$ cat config.mk
export PLATFORM = sky130hd
export DESIGN_NAME = pbpm_ctrl
export DESIGN_NICKNAME = d
export VERILOG_FILES = /design/src/rtl/core/pbpm_pkg.sv /design/src/rtl/core/pbpm_ctrl.sv
export SDC_FILE = /design/constraint.sdc
export NUM_CORES = 1
export LEC_CHECK = 0
export ABC_AREA = 1
export BUFFER_PORTS_ARGS = -buffer_cell sky130_fd_sc_hd__buf_2
export CAP_MARGIN = 20
export CORE_AREA = 2 2 39 41
export CTS_BUF_LIST = sky130_fd_sc_hd__clkbuf_16
export DETAILED_ROUTE_END_ITERATION = 6
export DIE_AREA = 0 0 41 43
export SKIP_CTS_REPAIR_TIMING = 1
export SYNTH_ARGS = -nofsm -noshare
export SYNTH_HDL_FRONTEND = slang
export SYNTH_SLANG_ARGS = --single-unit
$ cat constraint.sdc
create_clock -name clock -period 1 [get_ports clock]
set_input_delay 0.1 -clock clock [delete_from_list [all_inputs] [get_ports clock]]
set_output_delay 0.1 -clock clock [all_outputs]
set_load 0.05 [all_outputs]
$ cat src/rtl/core/pbpm_pkg.sv
`timescale 1ns / 1ps
// ----------------------------------------------------------------------------
// pbpm_pkg
// Shared sizes, codes and types for the pinned buffer pool manager.
// ----------------------------------------------------------------------------
package pbpm_pkg;

   localparam int SLOTS      = 64;
   localparam int BLOCKS     = 1024;
   localparam int COUNT_BITS = 16;

   localparam int SLOT_BITS  = $clog2(SLOTS);
   localparam int FILL_BITS  = $clog2(SLOTS + 1);
   localparam int BLK_IDX    = $clog2(BLOCKS);
   localparam int BLOCK_BITS = 10;
   localparam int CFG_BITS   = 7;
   localparam int MAP_BITS   = SLOT_BITS + 1;

   localparam logic [COUNT_BITS-1:0] COUNT_MAX = '1;

   // Request modes.
   localparam logic [1:0] MODE_PIN     = 2'd0;
   localparam logic [1:0] MODE_UNPIN   = 2'd1;
   localparam logic [1:0] MODE_TICK    = 2'd2;
   localparam logic [1:0] MODE_UNKNOWN = 2'd3;

   // Region open results.
   localparam logic [1:0] REGION_READY   = 2'd0;
   localparam logic [1:0] REGION_RETRY   = 2'd1;
   localparam logic [1:0] REGION_ERROR   = 2'd2;
   localparam logic [1:0] REGION_UNKNOWN = 2'd3;

   // Response status codes.
   localparam logic [2:0] STAT_OK         = 3'd0;
   localparam logic [2:0] STAT_RETRY      = 3'd1;
   localparam logic [2:0] STAT_DEEP_RETRY = 3'd2;
   localparam logic [2:0] STAT_OPEN_ERR   = 3'd3;
   localparam logic [2:0] STAT_MISUSE     = 3'd4;
   localparam logic [2:0] STAT_IDLE       = 3'd5;

   // Tick actions.
   localparam logic [1:0] ACT_NONE     = 2'd0;
   localparam logic [1:0] ACT_COOLED   = 2'd1;
   localparam logic [1:0] ACT_UNLOADED = 2'd2;
   localparam logic [1:0] ACT_EXAMINED = 2'd3;

   // Slot modes.
   localparam logic [1:0] SM_COLD    = 2'd0;
   localparam logic [1:0] SM_HOT     = 2'd1;
   localparam logic [1:0] SM_COOLING = 2'd2;

   // Configuration register indexes.
   localparam logic CSR_COOLING_TARGET = 1'b0;
   localparam logic CSR_FREE_TARGET    = 1'b1;

   typedef struct packed {
      logic [1:0]            mode;
      logic [COUNT_BITS-1:0] count;
      logic [BLOCK_BITS-1:0] owner;
   } slot_entry_type;

   typedef struct packed {
      logic clear;
      logic load;
      logic rd1;
      logic rd2;
      logic exec;
   } ctrl_cmd_type;

   typedef struct packed {
      logic clear_last;
      logic out_ready;
   } dp_status_type;

endpackage

$ cat src/rtl/core/pbpm_ctrl.sv
`timescale 1ns / 1ps
// ----------------------------------------------------------------------------
// pbpm_ctrl
// Sequencer: map clearing pass, then accept, two read steps and execute.
// ----------------------------------------------------------------------------
module pbpm_ctrl import pbpm_pkg::*; (
   input  logic          clock,
   input  logic          reset,
   input  logic          req_valid,
   output logic          req_stall,
   input  dp_status_type dp_status,
   output ctrl_cmd_type  cmd
);

   localparam logic [2:0] ST_CLEAR = 3'd0;
   localparam logic [2:0] ST_IDLE  = 3'd1;
   localparam logic [2:0] ST_RD1   = 3'd2;
   localparam logic [2:0] ST_RD2   = 3'd3;
   localparam logic [2:0] ST_EXEC  = 3'd4;

   logic [2:0] state_ff, state_in;

   always_comb begin
      state_in = state_ff;
      cmd      = '0;
      unique case (state_ff)
         ST_CLEAR: begin
            cmd.clear = 1'b1;
            if (dp_status.clear_last) begin
               state_in = ST_IDLE;
            end
         end
         ST_IDLE: begin
            if (req_valid) begin
               cmd.load = 1'b1;
               state_in = ST_RD1;
            end
         end
         ST_RD1: begin
            cmd.rd1  = 1'b1;
            state_in = ST_RD2;
         end
         ST_RD2: begin
            cmd.rd2  = 1'b1;
            state_in = ST_EXEC;
         end
         ST_EXEC: begin
            // Hold until the response register can take the result.
            if (dp_status.out_ready) begin
               cmd.exec = 1'b1;
               state_in = ST_IDLE;
            end
         end
         default: state_in = ST_CLEAR;
      endcase
   end

   assign req_stall = (state_ff != ST_IDLE);

   always_ff @(posedge clock) begin
      if (reset) begin
         state_ff <= ST_CLEAR;
      end else begin
         state_ff <= state_in;
      end
   end

endmodule

==> impl_metrics.ini <==
[finish]
n_antenna_cell = 0
final_layout_size_suffix_gt1_frac = 0.706
final_area_sq_um = 524
final.fill_count = 143
nets = 57
flip_flop_count_of_the_largest_register_all_copies_and_words_added = 3
largestRegisters = state_ff (3)
area_growth_syn_to_layout_pct = 159
final_cell_count_no_fill = 67
final_core_util = 0.379
registers.top_by_ff_count = state_ff

[clock_tree]
cts.root.buffer_cell = sky130_fd_sc_hd__clkbuf_16
worstSkewPairLatency_ps = 230
clock_sinks = 3
cts.path.max_buffers = 2
cts_tree = done
numCtsBuffers = 3
cts.htree.levels = 1
worst_setup_hold_path_clk_slew_ps = 30

[global_routing]
grt_start_max_net_pins = 8
initial_antenna_violation_count = 0
first_pass_grt_wire_length_microns = 786
grt.total_usage = 0.0752
grt-ovfl-total = 0
first_global_vias = 210

[synthesis]
synthesis.yosys.warnings = 0
synth_register_bits = 3
post_synth_inst_count = 31
most_frequently_used_cell_type_in_the_post_synthesis_netlist = sky130_fd_sc_hd__inv_1
mappedNetlistArea_sq_um = 203
ys_seq_area_frac = 0.296
syn_area_per_cell_sq_um = 6.54
postSynth.asyncResetShare = 0
netlist.top_cell.by_area = sky130_fd_sc_hd__dfxtp_1
area_share_of_the_largest_cell_type_after_synthesis = 0.296
syn-num-nets = 36
synth_ff_type = sky130_fd_sc_hd__dfxtp_1
synth-edff-count = 0
netlist_top_cells_count = 8 x sky130_fd_sc_hd__inv_1, 4 x sky130_fd_sc_hd__nand3_1, 4 x sky130_fd_sc_hd__nor2_1, 3 x sky130_fd_sc_hd__dfxtp_1
post_synth_main_area_contributors = sky130_fd_sc_hd__dfxtp_1 30%, sky130_fd_sc_hd__inv_1 15%, sky130_fd_sc_hd__nand3_1 9.9%
distinct_cells_synth = 14

[placement]
gp_congestion = 0.633
placed_instances = 61
place_worst_setup_slack_ps = -66.4
postPlaceCellArea_sq_um = 343
port-buffer-count = 10

[sta]
skew_ps = 0.747
peak_freq_mhz = 816
finalMaxSlewViolations = 0
timing.final.crit_share = 1.23
timing.final.setup_violations = 7
report.final.hold_viol_count = 0
worstMarginPinSlew_ps = 208
worst_slew_margin_rel = 0.860
timing.setup.tns_ps = -1090
final.min_clock_period_ps = 1230
post-route-worst-setup-slack_ps = -226
setup_repair_after_global_routing_missed_its_margin = yes

[floorplanning]
chipHeight_microns = 43
dieArea_sq_um = 1760
floorplan.initialDensity = 0.146
die_width_microns = 41
area_of_the_core_sq_um = 1380
floorplan.io_pins = 11
placement_rows = 14

[setup_path]
timing.critical_path.arrival_ps = 1130
r2r.worst_path.cells = 7
cp-start-kind = register
crit_required_ps = 900
crit_slowest_cell = sky130_fd_sc_hd__dfxtp_4
end_kind = primary output
critPathKind = register to primary output
crit_path_cell_trace = inv_4 -> nor2_4 -> nand2_4 -> buf_6 -> buf_8
timing.critical_path.slowest_cell_delay_ps = 370
cp_max_fo = 3

[pwr]
irDropWorstVdd_mv = 0.563
pwr_density_cell_nw_per_um2 = 2130
static-leakage-power_nw = 0.244

[min_path]
hold-path-cell-count = 2
hold_class = input port to register

[detailed_routing]
route.final.wire_length_microns = 657
drt_pre_antenna_iters = 2
detailed_route_via_count = 268
detailedRoute.firstIterationViolations = 10
wl_per_cell_microns = 9.81
detail_route.drc_violations = 0
vias_per_cell = 4.00
post_route_ant_nets = 0

[run]
drv_cap = 0

[status]
outcome = finished, violations left
violations = setup timing
-- kinds of logic (layout without fill, tap and decap cells) --
kind of cell    count (synthesis)  count (layout)  share of synthesized area
flops                           3               3                      0.296
buf+inv                         9              29                      0.167
compound gates                  2               2                     0.0494
simple gates                   17              17                      0.488
-- per-stage QoR --
stage,total power [mW],hold WS [ps]
6_report,1.12,56.4
5_1_grt,1.16,64.7
4_1_cts,1.04,56.0
3_5_place_dp,0.391,291
2_1_floorplan,0.328,162
3_3_place_gp,0.390,297
-- critical path: cells and delay by family, from the launching register on --
family,cells,cell delay (ps)
buffers and inverters,3,300
AND/OR/NAND/NOR,2,230
flip-flops,1,370
-- routing by layer --
layer  track usage  up-vias  wire length [microns]
li1              -      136                      -
met1        0.0703      120                    236
met2        0.0938       10                    360
met3        0.0576        2                     48
met4        0.0800        0                     12
met5             0        -                      0
-- report_power, final --
part	internal, mW	switching, mW
combinational	0.140	0.185
sequential	0.131	0.0218
clock	0.517	0.123
-- layout by cell type (no fill, tap or decap) --
cell and count:
sky130_fd_sc_hd__nor3_2 1, sky130_fd_sc_hd__nand2_1 1, sky130_fd_sc_hd__clkinvlp_4 1, sky130_fd_sc_hd__nor3_4 1, sky130_fd_sc_hd__dfxtp_4 3, sky130_fd_sc_hd__nand2_2 1, sky130_fd_sc_hd__nand2_4 1, sky130_fd_sc_hd__nor4_4 1
sky130_fd_sc_hd__nor2_4 3, sky130_fd_sc_hd__buf_4 5, sky130_fd_sc_hd__nand3_2 3, sky130_fd_sc_hd__inv_1 7, sky130_fd_sc_hd__nand3_1 2, sky130_fd_sc_hd__nand3b_1 1, sky130_fd_sc_hd__buf_8 2, sky130_fd_sc_hd__buf_2 4
sky130_fd_sc_hd__a21oi_1 2, sky130_fd_sc_hd__inv_4 2, sky130_fd_sc_hd__nor2_1 2, sky130_fd_sc_hd__clkbuf_16 3, sky130_fd_sc_hd__buf_6 5
-- final timing paths --
check                           slack [ps]          end         from
worst max-delay path                  -230    req_stall  state_ff[0]
worst min-delay path                    60  state_ff[1]        reset
worst max register to register         -20  state_ff[0]  state_ff[0]
worst min register to register         560  state_ff[2]  state_ff[1]
-- cell type report --
type                            count  area, sq um  area share
Timing Repair Buffer               16          144       0.274
Clock buffer                        3         75.1       0.143
Multi-Input combinational cell     19          168       0.320
Sequential cell                     3         71.3       0.136
Clock inverter                      1         3.75     0.00716
Inverter                            9         42.5      0.0811
Tap cell                           16         20.0      0.0382
Power figures use the tool's default switching activity.
